`config.mk`:
```
export PLATFORM = sky130hd
export DESIGN_NAME = cfrq_fifo
export DESIGN_NICKNAME = d
export VERILOG_FILES = /design/src/hdl/cfrq_fifo.sv
export SDC_FILE = /design/constraint.sdc
export NUM_CORES = 1
export LEC_CHECK = 0
export ABC_AREA = 1
export ABC_CLOCK_PERIOD_IN_PS = 1800
export BUFFER_PORTS_ARGS = -buffer_cell sky130_fd_sc_hd__buf_2
export CORE_UTILIZATION = 53
export CTS_BUF_LIST = sky130_fd_sc_hd__clkbuf_8
export DETAILED_ROUTE_END_ITERATION = 7
export GPL_TIMING_DRIVEN = 0
export PLACE_DENSITY = 0.76
export SLEW_MARGIN = 5
export SYNTH_ARGS = -nofsm -noshare
export SYNTH_HDL_FRONTEND = slang
export SYNTH_SLANG_ARGS = --single-unit
```
`constraint.sdc`:
```
create_clock -name i_clk -period 1.8 [get_ports i_clk]
set_input_delay 0.36 -clock i_clk [delete_from_list [all_inputs] [get_ports i_clk]]
set_output_delay 0.36 -clock i_clk [all_outputs]
set_load 0.02 [all_outputs]
```
`src/hdl/cfrq_fifo.sv`:
```
// ----------------------------------------------------------------------------
// cfrq_fifo
// Small register FIFO used for the command queue and the result queue.
// ----------------------------------------------------------------------------
module cfrq_fifo #(
    parameter int WIDTH = 8,
    parameter int DEPTH = 4
) (
    input  logic             i_clk,
    input  logic             i_rst_n,
    input  logic             i_push,
    input  logic [WIDTH-1:0] i_data,
    output logic             o_full,
    input  logic             i_pop,
    output logic [WIDTH-1:0] o_data,
    output logic             o_empty
);

    localparam int PTR_W = $clog2(DEPTH);
    localparam int CNT_W = $clog2(DEPTH + 1);

    logic [WIDTH-1:0] r_mem [DEPTH];
    logic [PTR_W-1:0] r_wr, r_rd, n_wr, n_rd;
    logic [CNT_W-1:0] r_cnt, n_cnt;
    logic             do_push, do_pop;

    assign o_full  = (r_cnt == CNT_W'(DEPTH));
    assign o_empty = (r_cnt == '0);
    assign o_data  = r_mem[r_rd];
    assign do_push = i_push && !o_full;
    assign do_pop  = i_pop && !o_empty;

    // pointer and fill count update
    always_comb begin
        n_wr  = r_wr;
        n_rd  = r_rd;
        n_cnt = r_cnt;
        if (do_push) begin
            n_wr = (r_wr == PTR_W'(DEPTH - 1)) ? '0 : PTR_W'(r_wr + 1'b1);
        end
        if (do_pop) begin
            n_rd = (r_rd == PTR_W'(DEPTH - 1)) ? '0 : PTR_W'(r_rd + 1'b1);
        end
        if (do_push && !do_pop) begin
            n_cnt = CNT_W'(r_cnt + 1'b1);
        end else if (do_pop && !do_push) begin
            n_cnt = CNT_W'(r_cnt - 1'b1);
        end
    end

    always_ff @(posedge i_clk) begin
        if (!i_rst_n) begin
            r_wr  <= '0;
            r_rd  <= '0;
            r_cnt <= '0;
        end else begin
            r_wr  <= n_wr;
            r_rd  <= n_rd;
            r_cnt <= n_cnt;
        end
    end

    // storage
    always_ff @(posedge i_clk) begin
        if (do_push) begin
            r_mem[r_wr] <= i_data;
        end
    end

endmodule

```
# Word-level counts from Yosys, hierarchy flattened
# Memory sizes are Yosys's and may differ from the RTL's. A register that Yosys moved wholly into a read port is not among the register bits.
# Index checks and enable logic that the tools add are counted.
word_totals:
  ff_bits: 7
  mem_bits_rw: 32
  input_bits: 12
  output_inout_bits: 10
  word_cells: 29
  mem_count: 1
memory_table:
  columns: ["memory", "depth", "width", "rd", "rd_ports_with_merged_regs", "write_ports", "line", "rtl"]
  rows:
  - ["r_mem", 4, 8, 1, 1, 1, "22", "logic [WIDTH-1:0] r_mem [DEPTH];"]
op_classes:
  addsub: 4
  n_eq_ne: 3
  muxes: 8
  n_reduce_logical: 10
op_table:
  columns: ["op", "n"]
  rows:
  - ["2-to-1 mux 2 bit", 4]
  - ["2-to-1 mux 3 bit", 2]
  - ["adder 2 x 1 -> 2 bit, second input constant", 2]
  - ["== test 2 bit, second input constant", 2]
  - ["logical AND 1 bit", 4]
  - ["logical NOT 1 bit", 4]
  - ["adder 3 x 1 -> 3 bit, second input constant", 1]
  - ["== test 3 bit, second input constant", 1]
  - ["logical NOT 3 bit", 1]
  - ["subtractor 3 x 1 -> 3 bit, second input constant", 1]
  - ["2-to-1 mux 1 bit", 2]
  - ["nonzero test 2 bit", 1]

# Longest topological paths before layout
# Gate-level depths: netlist of run 1.
logic_depth:
  ltp_word: 7
  mapped_depth: 13
  ltp_nobuf: 13

# Worst setup path after synthesis of run 1
# OpenSTA, ideal clock, no wires.
synth_path:
  path_type: "register to register"
  start: "reg r_cnt[1]"
  end: "reg r_cnt[1]"
  setup_ps: 116
  t_arrival_ps: 1574
  slack_ps: 110
  stages_incl_launch_ff: 10
  period_less_slack_ps: 1690
  path_cell_list: "dfxtp_1 nor2_1 nand2_1 nand2_2 inv_1 ha_1 inv_1 fa_1 o21ai_0 nor2_1"
synth_lines:
  columns: ["element", "line", "rtl"]
  rows:
  - ["start, declared", "24", "logic [CNT_W-1:0] r_cnt, n_cnt;"]
  - ["start signal, assigned", "59", "r_cnt <= n_cnt;"]
  - ["== test 3 bit", "27", "assign o_full = (r_cnt == CNT_W'(DEPTH));"]
  - ["logical NOT 1 bit", "30", "assign do_push = i_push && !o_full;"]
  - ["logical AND 1 bit", "30", null]
  - ["via do_push", "25", "logic do_push, do_pop;"]
  - ["logical AND 1 bit", "44", "if (do_push && !do_pop) begin"]
  - ["2-to-1 mux 3 bit", "44", null]
  - ["via n_cnt[1]", "24", null]
# The timed path passes the listed nets, and every way through them passes these cells. The select of a mux whose other input is x is not followed.
# A chain may end at the register's enable or synchronous reset.

==> results.yml, run 1 <==
layout:
  antenna_cells: 0
  area_growth_pct: 19.9
  final_area_um2: 2030
  fin_nets: 197
  final_core_util: 0.665
  n_fill_cell: 255
  layout-drive-gt1-share: 0.279
  final_cells: 223
synthesis:
  syn_inst: 148
  ys_dominant_reg_cell: "edfxtp_1"
  synth_seq_cells: 41
  seq_area_frac_synth: 0.674
  async_reset_ff_frac: 0
  synthesis.area_um2: 1690
  ys_top_cells_by_area: "edfxtp_1 57%, dfxtp_1 11%, nor2_1 7.3%"
  synth_cell_types: 18
  yosysTopAreaCell: "edfxtp_1"
  syn_nets: 167
  synth_warnings: 0
  synth_area_per_cell_um2: 11.4
  synth_edf_count: 32
  netlist.area_leader.share: 0.568
floorplanning:
  die_w_um: 58.5
  die_h_um: 58.5
  die_area_um2: 3420
  initial_utilization: 0.555
  rows: 20
  ios: 22
  core_um2: 3050
detailed_routing:
  antenna_left: 0
  first_iter_violations: 38
  firstDrtPassIters: 4
  wl_met2_um: 1610
  highest_layer: "met4"
  routed_wl_um: 3100
  routedWlPerCell_um: 13.9
  dr_total_vias: 1146
  drc_errors: 0
  via_per_inst: 5.14
  wl_met1_um: 1260
  met3_length_um: 148
timing:
  report.final.slew_viol_count: 0
  finClkSkew_ns: 0.00987
  fmax_mhz: 578
  timing.final.crit_share: 0.961
  setup_viol: 0
  worstMarginPinSlew_ns: 0.814
  relSlewSlack: 0.455
  hold_violations: 0
  period_needed_ns: 1.73
  rsz0062_at_grt: "no"
pwr:
  power_density_nw_per_um2: 1550
  ir_drop_uv: 815
  p_leak_nw: 0.827
critical_path:
  arrival_ns: 1.37
  crit_fanout: 10
  critical_path_class: "reg -> out"
  start_kind: "flip-flop"
  worstPathRequired_ns: 1.44
  crit_path_end_kind: "output pin"
flow_run:
  cap_violations: 0
clock_network:
  htreeDepth: 2
  cts_tree: "yes"
  ctsHoldBuffers: 0
  insertion_delay_ns: 0.30
  numCtsBuffers: 5
  clk_pin_slew_ns: 0.08
  cts_num_sinks: 41
  clk_path_buf_depth: 2
  cts_root_buf: "clkbuf_8"
placed_design:
  hpwl_um: 2110
  io_buffers: 21
  placed_area_um2: 1850
  place_congestion: 0.740
  dp.cells: 213
grt:
  grtUsageTotal: 0.208
  grt_pass1_vias: 1152
  grt_overflow: 0
  antenna_found_initial: 0
  grt_pass1_wl_um: 4950
  grt_max_degree: 14
worst_hold_path:
  hold_path_class: "in -> reg"
outcome:
  status: "finished, final reports clean"
stage by stage:
step | setup WS [ns] | hold WS [ns] | TNS, ns | power, mW
after floorplan | 0.110 | 0.459 | 0 | 2.00
after global placement | -0.0142 | 0.492 | -0.0142 | 2.26
after detailed placement | -0.0782 | 0.499 | -0.0969 | 2.32
after CTS | -0.00711 | 0.268 | -0.00711 | 3.05
after global routing | 0.0129 | 0.261 | 0 | 3.34
final | 0.0699 | 0.273 | 0 | 3.14
worst paths after layout:
path | start | endpoint | slack (ns) | cells after the start
setup / recovery | flip-flop | o_data[1] | 0.07 | 5
hold / removal | i_data[7] | r_mem[3][7]$_DFFE_PP_ | 0.27 | 1
setup reg to reg | r_cnt[0]$_SDFFE_PN0P_ | r_cnt[1]$_SDFFE_PN0P_ | 0.10 | 9
hold reg to reg | r_cnt[0]$_SDFFE_PN0P_ | r_cnt[0]$_SDFFE_PN0P_ | 0.52 | 2
cells in the mapped netlist (2+ instances only):
master and n:
inv_1 18, ha_1 6, o21ai_2 3, dfxtp_1 9, nand2_1 14, o22ai_1 8, a21oi_1 2, nor2_1 33
buf_6 2, edfxtp_1 32, o21ai_0 14
critical path: stages (launching register included):
cell and delay (ns):
dfxtp_4 0.38, inv_4 0.10, buf_6 0.15, nor2_1 0.05, o22ai_1 0.20, buf_2 0.20
logic make-up (layout without fill, tap and decap cells):
logic type,Yosys count,count (layout),share of synthesized area
AOI/OAI and AO/OA,28,28,0.0953
buffers and inverters,21,52,0.0554
and+or+nand+nor,51,51,0.119
DFF,41,41,0.674
adders and majority gates,7,7,0.0562
placed cells by master (no fill, tap or decap), types with 5 or more instances in the layout:
cell | netlist | layout
nor2_1 | 33 | 32
edfxtp_1 | 32 | 32
buf_2 | 0 | 20
inv_1 | 18 | 17
o21ai_0 | 14 | 13
nand2_1 | 14 | 11
o22ai_1 | 8 | 7
ha_1 | 6 | 5
clkbuf_8 | 0 | 5
dfxtp_1 | 9 | 5
report_power, final:
group | internal [mW] | switching, mW
logic | 0.414 | 0.707
registers | 1.20 | 0.124
clock network | 0.405 | 0.294
total | 2.02 | 1.12
sequential cells by signal (all words and copies together) (netlist names), named ones only:
| register | cells |
|---|---|
| r_cnt | 3 |
| r_mem | 32 |
| r_rd | 2 |
| r_wr | 2 |
layer usage:
layer | GRT usage | vias up
met5 | 0 | -
met4 | 0.116 | 0
met3 | 0.0813 | 9
met2 | 0.361 | 28
met1 | 0.216 | 544
li1 | - | 565
layout make-up:
| class | count | area [µm²] | area share |
|---|---|---|---|
| Sequential cell | 41 | 1150 | 0.568 |
| Multi-Input combinational cell | 86 | 494 | 0.244 |
| Timing Repair Buffer | 23 | 123 | 0.0604 |
| Inverter | 19 | 73.8 | 0.0364 |
| Clock buffer | 5 | 68.8 | 0.0339 |
| Tap cell | 44 | 55.1 | 0.0271 |
| Clock inverter | 3 | 38.8 | 0.0191 |
| Buffer | 2 | 22.5 | 0.0111 |
timing repair:
| action | 4_1_cts | 5_1_grt |
|---|---|---|
| endpoints found under the setup margin | 10 | 16 |
| buffers inserted | 1 | 1 |
| pin swaps | 1 | 2 |
| endpoints found under the hold margin | 0 | 0 |
| gates resized for setup | 5 | 17 |
Power figures use the tool's default switching activity.
==> run 2, diff against run 1 <==
==> constraint.sdc (replaced) <==
create_clock -name i_clk -period 1.8 [get_ports i_clk]
set_input_delay 0.18 -clock i_clk [delete_from_list [all_inputs] [get_ports i_clk]]
set_output_delay 0.18 -clock i_clk [all_outputs]
set_load 0.02 [all_outputs]
==> results.yml, run 2 (synthesis results as in run 1) <==
placed_design:
  hpwl_um: 2110
  placed_area_um2: 1850
  place_congestion: 0.740
  dp.cells: 213
  io_buffers: 21
floorplanning:
  die_w_um: 58.5
  die_h_um: 58.5
  core_um2: 3050
  ios: 22
  die_area_um2: 3420
  initial_utilization: 0.555
  rows: 20
clock_network:
  cts_tree: "yes"
  cts_num_sinks: 41
  numCtsBuffers: 5
  ctsHoldBuffers: 0
  clk_pin_slew_ns: 0.08
  htreeDepth: 2
  insertion_delay_ns: 0.30
  cts_root_buf: "clkbuf_8"
  clk_path_buf_depth: 2
critical_path:
  r2r_start: "r_cnt[0]$_SDFFE_PN0P_"
  critical_path_class: "reg -> reg"
  worstPathRequired_ns: 1.99
  reg2regPathDepth: 9
  arrival_ns: 1.90
  start_kind: "flip-flop"
  crit_path_end_kind: "flip-flop"
  cp-startpoint: "r_cnt[0]$_SDFFE_PN0P_"
  crit_fanout: 5
timing:
  period_needed_ns: 1.70
  finClkSkew_ns: 0.0132
  rsz0062_at_grt: "no"
  worstMarginPinSlew_ns: 0.814
  timing.final.crit_share: 0.947
  report.final.slew_viol_count: 0
  hold_violations: 0
  relSlewSlack: 0.455
  fmax_mhz: 587
  setup_viol: 0
layout:
  multi_input_area_um2: 488
  fin_nets: 197
  seqCellArea_um2: 1150
  regMostFlops: "r_mem"
  antenna_cells: 0
  final_cell_mix: "32 x nor2_1, 32 x edfxtp_1, 21 x buf_2, 18 x inv_1, 13 x o21ai_0"
  layout-drive-gt1-share: 0.257
  final_area_um2: 2010
  largest_reg_flops: 32
  final_cells: 223
  area_growth_pct: 18.9
  reg_top3: "r_mem: 32 flops, r_cnt: 3 flops"
  n_fill_cell: 260
detailed_routing:
  via_per_inst: 5.21
  dr_total_vias: 1161
  routed_wl_um: 3150
  routedWlPerCell_um: 14.1
  drc_errors: 0
  first_iter_violations: 32
  antenna_left: 0
  firstDrtPassIters: 4
grt:
  antenna_found_initial: 0
  grt_pass1_wl_um: 4970
  grt_max_degree: 14
  grt_pass1_vias: 1149
  grt_overflow: 0
  grtUsageTotal: 0.209
pwr:
  ir_drop_uv: 812
  p_leak_nw: 0.822
  power_density_nw_per_um2: 1550
worst_hold_path:
  min-delay-start: "i_data[7]"
  hold_depth: 1
  hold_path_class: "in -> reg"
flow_run:
  cap_violations: 0
outcome:
  status: "finished, final reports clean"
==> run 2: cell counts in the layout (fill, tap and decap cells not counted) <==
Identical to the previous run, type by type.
==> run 2: layer usage <==
layer  GRT usage  part of all wire  up-vias
met2       0.368              0.53       32
met1       0.218              0.40      560
met4       0.105             0.018        0
met5           0                 0        -
li1            -                 -      562
met3      0.0791             0.056        7
==> run 2: what timing repair did <==
action                                  CTS  global route
setup buffers                             1             1
pin swaps                                 1             2
gates resized for setup                   3            12
endpoints found under the setup margin    2            10
==> run 2: path summary, 6_finish.rpt <==
path	endpoint	slack (ns)
worst max-delay path	r_cnt[1]$_SDFFE_PN0P_	0.1
worst min-delay path	r_mem[3][7]$_DFFE_PP_	0.09
worst max register to register	r_cnt[1]$_SDFFE_PN0P_	0.1
worst min register to register	r_cnt[0]$_SDFFE_PN0P_	0.52
==> run 2: critical path, stage by stage, from the launching register on <==
cell,delay (ns)
dfxtp_4,0.36
nor2_4,0.15
nand2_4,0.08
nand2_4,0.09
inv_1,0.05
ha_2,0.18
inv_2,0.06
fa_2,0.43
o21ai_1,0.14
nor2_1,0.05
==> run 2: final cells by class <==
type | instances | share of cell area
inverter | 19 | 0.0354
clock inverter | 3 | 0.0193
timing repair buffer | 23 | 0.0597
buffer | 2 | 0.0112
multi-input combinational | 86 | 0.242
clock buffer | 5 | 0.0342
sequential | 41 | 0.571
tap | 44 | 0.0273
==> run 2: per-stage QoR <==
| step | TNS (ns) | worst slack [ns] | hold slack (ns) | power [mW] | utilization |
|---|---|---|---|---|---|
| 2_1_floorplan | 0 | 0.110 | 0.279 | 2.00 | - |
| 3_3_place_gp | -0.0142 | -0.0142 | 0.389 | 2.26 | 0.607 |
| 3_5_place_dp | -0.0969 | -0.0782 | 0.395 | 2.32 | 0.607 |
| 4_1_cts | -0.00711 | -0.00711 | 0.0884 | 3.04 | 0.647 |
| 5_1_grt | 0 | 0.00269 | 0.0813 | 3.31 | 0.659 |
| 6_report | 0 | 0.0959 | 0.0880 | 3.13 | 0.659 |
==> run 2: where the power goes <==
| group | switching [mW] | internal (mW) | total (mW) |
|---|---|---|---|
| logic | 0.705 | 0.400 | 1.10 |
| clock network | 0.303 | 0.405 | 0.709 |
| registers | 0.120 | 1.19 | 1.31 |
