`src/hdl/cfrq_pkg.sv`:
```
// ----------------------------------------------------------------------------
// cfrq_pkg
// Shared types and constants of the checked frame receive queue: item codes,
// status codes, the command passed from the checker to the frame store and
// the result item.
// ----------------------------------------------------------------------------
package cfrq_pkg;

    // Kind of input item
    typedef enum logic [1:0] {
        FUNC_DATA    = 2'd0,
        FUNC_READ    = 2'd1,
        FUNC_RELEASE = 2'd2,
        FUNC_NONE    = 2'd3
    } t_func;

    // Status reported with every result item
    typedef enum logic [2:0] {
        ST_OK         = 3'd0,
        ST_BAD_HEADER = 3'd1,
        ST_CHECK_FAIL = 3'd2,
        ST_LEN_BAD    = 3'd3,
        ST_NO_ROOM    = 3'd4
    } t_status;

    // Command kinds queued between checker and frame store
    typedef enum logic [1:0] {
        CMD_DATA    = 2'd0,
        CMD_END     = 2'd1,
        CMD_READ    = 2'd2,
        CMD_RELEASE = 2'd3
    } t_cmd_kind;

    // Frame store state machine
    typedef enum logic {
        BK_IDLE = 1'b0,
        BK_EXEC = 1'b1
    } t_back_state;

    // Frame layout
    localparam logic [7:0] HDR_RESET   = 8'hDF;
    localparam int         LEN_HI_POS  = 3;
    localparam int         LEN_LO_POS  = 4;
    localparam int         MIN_FRAME   = 5;
    localparam int         LEN_BIAS    = 6;
    localparam int         DLEN_W      = 17;

    // Queue depths
    localparam int CMD_DEPTH = 4;
    localparam int RES_DEPTH = 2;

    // Command from checker to frame store (position and length travel beside it)
    typedef struct packed {
        t_cmd_kind   kind;
        logic [7:0]  data;
        logic        first;     // first byte of a datagram
        logic        wr_en;     // byte inside the frame window / offset in range
        t_status     status;    // checker verdict on an end item
        logic [9:0]  flen;      // reported frame length on an end item
    } t_cmd;

    // Result item
    typedef struct packed {
        t_status     status;
        logic [7:0]  frame_byte;
        logic [9:0]  frame_length;
        logic        queue_empty;
        logic [3:0]  frames_held;
    } t_result;

endpackage

```
`src/hdl/cfrq_front.sv`:
```
// ----------------------------------------------------------------------------
// cfrq_front
// Item intake and frame checker: tracks byte position, declared length, header match
// and XOR check, and turns items into store commands; ignored items and non-final bytes past the window give none.
// ----------------------------------------------------------------------------
module cfrq_front #(
    parameter int MAX_FRAME = 512
) (
    input  logic                                  i_clk,
    input  logic                                  i_rst_n,
    // configuration
    input  logic                                  i_cfg_valid,
    input  logic [7:0]                            i_cfg_data,
    // input items
    input  logic                                  i_push,
    input  logic [1:0]                            i_func,
    input  logic [7:0]                            i_data_byte,
    input  logic                                  i_last_byte,
    input  logic [8:0]                            i_read_offset,
    // command queue
    input  logic                                  i_cmd_full,
    output logic                                  o_cmd_push,
    output cfrq_pkg::t_cmd                        o_cmd,
    output logic [$clog2(MAX_FRAME + 1)-1:0]      o_cmd_pos,
    output logic [$clog2(MAX_FRAME + 1)-1:0]      o_cmd_len
);

    localparam int POS_W  = $clog2(MAX_FRAME + 1);
    localparam int DLEN_W = cfrq_pkg::DLEN_W;

    logic [7:0]        r_header;
    logic [POS_W-1:0]  r_pos, n_pos;
    logic [DLEN_W-1:0] r_dlen, n_dlen;
    logic [7:0]        r_xor, n_xor;
    logic              r_hdr_ok, n_hdr_ok;

    cfrq_pkg::t_func   func;
    logic              take, in_win, first, xor_on, len_bad;
    logic [POS_W-1:0]  pos_upd;
    logic [DLEN_W-1:0] dl_upd;
    logic [7:0]        x_upd;
    logic              hs_upd;

    assign func  = cfrq_pkg::t_func'(i_func);
    assign take  = i_push && !i_cmd_full;
    assign in_win = (r_pos < POS_W'(MAX_FRAME));
    assign first = (r_pos == '0);

    // per-byte update of the checker state
    always_comb begin
        hs_upd = first ? (i_data_byte == r_header) : r_hdr_ok;
        if (r_pos == POS_W'(cfrq_pkg::LEN_HI_POS)) begin
            dl_upd = DLEN_W'({i_data_byte, 8'h00});
        end else if (r_pos == POS_W'(cfrq_pkg::LEN_LO_POS)) begin
            dl_upd = r_dlen + DLEN_W'(i_data_byte) + DLEN_W'(cfrq_pkg::LEN_BIAS);
        end else begin
            dl_upd = r_dlen;
        end
        xor_on = (r_pos != '0)
              && ((r_pos < POS_W'(cfrq_pkg::MIN_FRAME)) || (DLEN_W'(r_pos) < dl_upd));
        x_upd   = xor_on ? (r_xor ^ i_data_byte) : r_xor;
        pos_upd = POS_W'(r_pos + 1'b1);
        // bytes past the window leave everything as it was
        if (!in_win) begin
            hs_upd  = r_hdr_ok;
            dl_upd  = r_dlen;
            x_upd   = r_xor;
            pos_upd = r_pos;
        end
        len_bad = (pos_upd < POS_W'(cfrq_pkg::MIN_FRAME)) || (dl_upd > DLEN_W'(pos_upd));
    end

    // next state, command build
    always_comb begin
        n_pos    = r_pos;
        n_dlen   = r_dlen;
        n_xor    = r_xor;
        n_hdr_ok = r_hdr_ok;

        o_cmd_push   = 1'b0;
        o_cmd.kind   = cfrq_pkg::CMD_DATA;
        o_cmd.data   = i_data_byte;
        o_cmd.first  = first;
        o_cmd.wr_en  = in_win;
        o_cmd.status = cfrq_pkg::ST_OK;
        o_cmd.flen   = '0;
        o_cmd_pos    = r_pos;
        o_cmd_len    = POS_W'(dl_upd);

        unique case (func)
            cfrq_pkg::FUNC_DATA: begin
                if (i_last_byte) begin
                    o_cmd_push = take;
                    o_cmd.kind = cfrq_pkg::CMD_END;
                    o_cmd.flen = (pos_upd >= POS_W'(cfrq_pkg::MIN_FRAME)) ? 10'(dl_upd) : 10'd0;
                    if (!hs_upd) begin
                        o_cmd.status = cfrq_pkg::ST_BAD_HEADER;
                        o_cmd.flen   = '0;
                    end else if (len_bad) begin
                        o_cmd.status = cfrq_pkg::ST_LEN_BAD;
                    end else if (x_upd != 8'h00) begin
                        o_cmd.status = cfrq_pkg::ST_CHECK_FAIL;
                    end
                    if (take) begin
                        n_pos    = '0;
                        n_dlen   = '0;
                        n_xor    = '0;
                        n_hdr_ok = 1'b0;
                    end
                end else begin
                    o_cmd_push = take && in_win;
                    if (take) begin
                        n_pos    = pos_upd;
                        n_dlen   = dl_upd;
                        n_xor    = x_upd;
                        n_hdr_ok = hs_upd;
                    end
                end
            end
            cfrq_pkg::FUNC_READ: begin
                o_cmd_push  = take;
                o_cmd.kind  = cfrq_pkg::CMD_READ;
                o_cmd.wr_en = (32'(i_read_offset) < 32'(MAX_FRAME));
                o_cmd_pos   = POS_W'(i_read_offset);
            end
            cfrq_pkg::FUNC_RELEASE: begin
                o_cmd_push = take;
                o_cmd.kind = cfrq_pkg::CMD_RELEASE;
            end
            cfrq_pkg::FUNC_NONE: begin
                o_cmd_push = 1'b0;
            end
        endcase
    end

    // checker state and header register
    always_ff @(posedge i_clk) begin
        if (!i_rst_n) begin
            r_header <= cfrq_pkg::HDR_RESET;
            r_pos    <= '0;
            r_dlen   <= '0;
            r_xor    <= '0;
            r_hdr_ok <= 1'b0;
        end else begin
            if (i_cfg_valid) begin
                r_header <= i_cfg_data;
            end
            r_pos    <= n_pos;
            r_dlen   <= n_dlen;
            r_xor    <= n_xor;
            r_hdr_ok <= n_hdr_ok;
        end
    end

endmodule

```
`config.mk`:
```
export PLATFORM = sky130hd
export DESIGN_NAME = cfrq_front
export DESIGN_NICKNAME = d
export VERILOG_FILES = /design/src/hdl/cfrq_pkg.sv /design/src/hdl/cfrq_front.sv
export SDC_FILE = /design/constraint.sdc
export NUM_CORES = 1
export LEC_CHECK = 0
export ABC_AREA = 1
export BUFFER_PORTS_ARGS = -buffer_cell sky130_fd_sc_hd__clkbuf_2
export CORE_AREA = 2 2 88 90
export CTS_BUF_LIST = sky130_fd_sc_hd__clkbuf_4
export CTS_CLUSTER_DIAMETER = 60
export CTS_CLUSTER_SIZE = 12
export DETAILED_ROUTE_END_ITERATION = 16
export DIE_AREA = 0 0 90 92
export GPL_ROUTABILITY_DRIVEN = 1
export PLACE_DENSITY = 0.81
export REMOVE_ABC_BUFFERS = 1
export SKIP_CTS_REPAIR_TIMING = 1
export SLEW_MARGIN = 20
export SYNTH_ARGS = -nofsm -noshare
export SYNTH_HDL_FRONTEND = slang
export SYNTH_SLANG_ARGS = --single-unit
```
`constraint.sdc`:
```
create_clock -name i_clk -period 5.9 [get_ports i_clk]
set_input_delay 1.18 -clock i_clk [delete_from_list [all_inputs] [get_ports i_clk]]
set_output_delay 1.18 -clock i_clk [all_outputs]
set_load 0.03 [all_outputs]
```
Word-level counts from Yosys, hierarchy flattened
Index checks and enable logic that the tools add are counted.
{"block": "totals", "register_bits": 44, "input_bits": 33, "out_inout_bits": 46, "elab_cells": 66}
{"block": "op_classes", "n_addsub": 3, "n_lt_le_gt_ge": 6, "eq_ne": 6, "muxes": 33, "bitwise": 1, "n_reduce_logical": 12}
{"cell": "two-way mux 17 bit", "n": 6}
{"cell": "two-way mux 10 bit", "n": 7}
{"cell": "two-way mux 8 bit", "n": 5}
{"cell": "< comparator 10 x 3 -> 1 bit, second input constant", "n": 2}
{"cell": "adder 17 x 3 -> 17 bit, second input constant", "n": 1}
{"cell": "adder 17 x 8 -> 17 bit", "n": 1}
{"cell": "greater-than comparator 17 x 10 -> 1 bit", "n": 1}
{"cell": "< comparator 10 x 17 -> 1 bit", "n": 1}
{"cell": "two-way mux 13 bit", "n": 1}
{"cell": "two-way mux 12 bit", "n": 1}
{"cell": "adder 10 x 1 -> 10 bit, second input constant", "n": 1}
{"cell": "== test 10 x 2 -> 1 bit, second input constant", "n": 1}
{"cell": "== test 10 x 3 -> 1 bit, second input constant", "n": 1}
{"cell": "greater-or-equal comparator 10 x 3 -> 1 bit, second input constant", "n": 1}
{"cell": "zero test 10 bit", "n": 1}
{"cell": "< comparator 10 bit, second input constant", "n": 1}
{"cell": "nonzero test 10 bit", "n": 1}
{"cell": "== test 8 bit", "n": 1}
{"cell": "two-way mux 1 bit", "n": 8}
{"cell": "nonzero test 8 bit", "n": 1}
{"cell": "bitwise XOR 8 bit", "n": 1}
{"cell": "two-way mux 2 bit", "n": 3}
{"cell": "case mux 2 bit (3 select lines)", "n": 1}
{"cell": "== test 2 bit, second input constant", "n": 2}
{"cell": "other kinds (8)", "n": 11}

Depth between registers and ports, before layout
{"block": "depth", "word_depth": 15, "depth_mapped": 31, "ltp_nobuf": 31}

Worst setup path after synthesis
OpenSTA, ideal clock, no wires.
{"block": "synth_timing", "path_type": "input to output", "startpoint": "in i_data_byte[1]", "endpoint": "out o_cmd[11] (netlist name)", "arrival_time_ps": 5284, "required_ps": 4720, "path_slack_ps": -564, "path_stages": 28, "path_buffers": 1, "path_cell_list": "inv_1 ha_1 inv_1 ha_1 fa_1 a31oi_1 xor2_1 a211oi_1 inv_1 ha_1 nand2_1 inv_1 o21ai_0 nand2_1 a21oi_1 nand2_1 nand2_1 nand2_1 nand2_1 nor2_4 nand2_4 buf_6 nand3_1 nand2_1 nand2_1 nand3_1 nor2_1 nor2_1"}
{"element": "start: declaration", "line_no": "cfrq_front.sv:17", "rtl": "input logic [7:0] i_data_byte,"}
{"element": "end: declaration", "line_no": "cfrq_front.sv:23", "rtl": "output cfrq_pkg::t_cmd o_cmd,"}

==> results_dict.tcl <==
set metrics [dict create \
    syn_area_um2 4130 \
    ys_seq_area_share_pct 21.4 \
    power_density_nw_per_um2 120 \
    synth_seq_cells 44 \
    synthToLayoutAreaGrowth_pct 29.6 \
    rsz0062_at_grt "true" \
    track_usage_pct 32.0 \
    dr_total_vias 4822 \
    cp.required_ns 4.72 \
    yosysUniqueCellTypes 45 \
    netlist_top_cells_area "dfxtp_1, nand2_1, ha_1" \
    post_drt_wl_per_cell_um 16.2 \
    clock_path_buffers 2 \
    synth_edf_count 0 \
    grt_pass1_vias 4478 \
    cts.clk_slew.worst_paths_ns 0.15 \
    ant_nets 0 \
    worstMarginPinSlew_ns 0.502 \
    routabilityCongestion 0.981 \
    fp.dieArea_um2 8280 \
    irDropWorstVdd_mv 0.128 \
    synth_area_leader_cell "dfxtp_1" \
    root_buffer "clkbuf_4" \
    syn_avg_cell_area_um2 6.23 \
    fin_skew_ns 0.0287 \
    synth_top_flop_cell "dfxtp_1" \
    relSlewSlack_pct 66.5 \
    io_pins 79 \
    multi_input_area_um2 3100 \
    clock_latency_ns 0.40 \
    start_util_pct 55.4 \
    viasPerCell 5.50 \
    ys_top_cells_by_count "nand2_1, inv_1, nor2_1" \
    critPathCaptureType "output pin" \
    setup_violations 1 \
    yosysMostFrequentCell "nand2_1" \
    fin_tns_setup_ns -0.108 \
    p_leak_nw 2.49 \
    dp_hpwl_um 10500 \
    criticalPathCategory "input pin to output pin" \
    hold_viol_final 0 \
    netlist_instances 662 \
    ctsHtreeMaxLevel 2 \
    cp_max_fo 8 \
    die_x_um 90 \
    placed_area_um2 4840 \
    r2r_setup_slack_ns 2.01 \
    antenna_found_initial 0 \
    grt_max_degree 38 \
    overflow 0 \
    status "finished with violations" \
    layout_setup_ws_ns -0.108 \
    finish.net_count 848 \
    die_h_um 92 \
    synth_warnings 0 \
    diodes 0 \
    hold_ws_ns 0.493 \
    cts_sinks 44 \
    r2r-end "r_xor[0]" \
    ff_latch_area_um2 881 \
    fillers 640 \
    drt_first_pass_iters 5 \
    drt-total-wl_um 14200 \
    period_share_pct 102 \
    postLayoutCellArea_um2 5350 \
    rows 32 \
    r2r_cells 26 \
    grt_pass1_wl_um 21400 \
    crit_arrival_ns 4.83 \
    synth_top_area_share_pct 21.4 \
    endpoint "o_cmd[11]" \
    violations "negative setup slack" \
    drc 0 \
    cap_violations 0 \
    core-area_um2 7450 \
    drt-initial-drc-count 529 \
    reg2reg_from "r_dlen[1]" \
    numCtsBuffers 5 \
    power_mw 0.640 \
    critPathLaunch "i_data_byte[1]" \
    async_flop_share_pct 0 \
    portBuffers 77 \
    drive_gt1_share_pct 29.0 \
    fmax_mhz 166 \
    slew_viol_final 0 \
    critPathLaunchType "input pin" \
    cts_tree "built" \
    finalCriticalPeriod_ns 6.01 \
    hold_path_class "flip-flop to flip-flop" \
]
## where the power goes
group / switching [mW] / total, mW / leakage, nW / internal, mW
logic: 0.0756 / 0.124 / 2.09 / 0.0484
registers: 0.00280 / 0.304 / 0.357 / 0.301
clock network: 0.121 / 0.212 / 0.0418 / 0.0907
total: 0.200 / 0.640 / 2.49 / 0.440
## through the flow
stage          util (%)  setup WS (ns)  cells
2_1_floorplan         -         -0.517    633
3_3_place_gp       65.0         -0.158    861
3_5_place_dp       65.0         -0.234    861
4_1_cts            66.1         -0.265    869
5_1_grt            71.8         -0.388    877
6_report           71.8         -0.108    877
## state kept, by name, indices dropped and copies added (netlist names)
| signal | count |
|---|---|
| r_dlen | 17 |
| r_pos | 10 |
| r_header | 8 |
| r_xor | 8 |
| r_hdr_ok | 1 |
## layout make-up
class | count | share of cell area, %
Multi-Input combinational cell | 506 | 57.9
Timing Repair Buffer | 133 | 15.6
Inverter | 84 | 6.08
Clock buffer | 5 | 0.702
Sequential cell | 44 | 16.5
Clock inverter | 3 | 0.866
Tap cell | 102 | 2.39
## worst max-delay path, stage by stage
cell	delay (ns)
buf_8	0.08
inv_4	0.04
ha_4	0.26
inv_4	0.03
ha_4	0.16
fa_2	0.44
buf_6	0.14
xor2_1	0.16
nor2_1	0.07
nor3_2	0.24
inv_2	0.09
ha_4	0.27
nand2_2	0.05
o21ai_1	0.14
a21oi_1	0.08
nand2_1	0.07
nand2_1	0.06
nand2_2	0.09
nand2_2	0.07
nor2_4	0.17
nand2_4	0.10
nand3b_1	0.11
nand2_1	0.10
nor2_2	0.15
nand3_1	0.14
nor2_2	0.14
nor2_1	0.05
buf_4	0.16
## layer usage
metal	GRT usage (%)	routed length, µm	vias up
met5	0	0	-
met4	12.2	481	0
met3	5.51	1050	40
met2	54.1	6800	214
met1	41.0	5850	2225
li1	-	-	2343
## worst min-delay path by stage
stage | start | end | slack [ns] | cells after the start
after floorplan | r_header[0] | r_header[0] | 0.45 | 2
after global placement | r_header[2] | r_header[2] | 0.46 | 2
after detailed placement | r_header[6] | r_header[6] | 0.47 | 2
after CTS | r_dlen[15] | r_dlen[15] | 0.49 | 2
after global routing | r_header[6] | r_header[6] | 0.51 | 2
final | r_header[6] | r_header[6] | 0.49 | 2
## logic make-up after synthesis
family / count (synthesis) / share of synthesized area [%]
other: 1 / 0.0909
AO/OA/AOI/OAI: 79 / 10.6
multiplexers: 1 / 0.273
AND/OR/NAND/NOR: 361 / 38.5
adder cells (fa/ha/maj): 41 / 12.6
buffers and inverters: 113 / 11.9
flip-flops: 44 / 21.4
XOR/XNOR: 22 / 4.67
## cell usage in the layout, fill, tap and decap left out, drive strengths merged, types with 2 or more instances in the layout
cell type    n
a21o         2
nand3       52
dfxtp       44
xor2        19
nor3        11
nand2      199
nand4       13
xnor2        3
nor4         3
inv         82
a2bb2oi      2
clkbuf      79
buf         59
a21oi       45
a31oi        2
or2          4
a211oi       3
clkinv       3
nand3b       3
o21ai       21
ha          40
nor2        76
(Power assumes the default switching activity.)
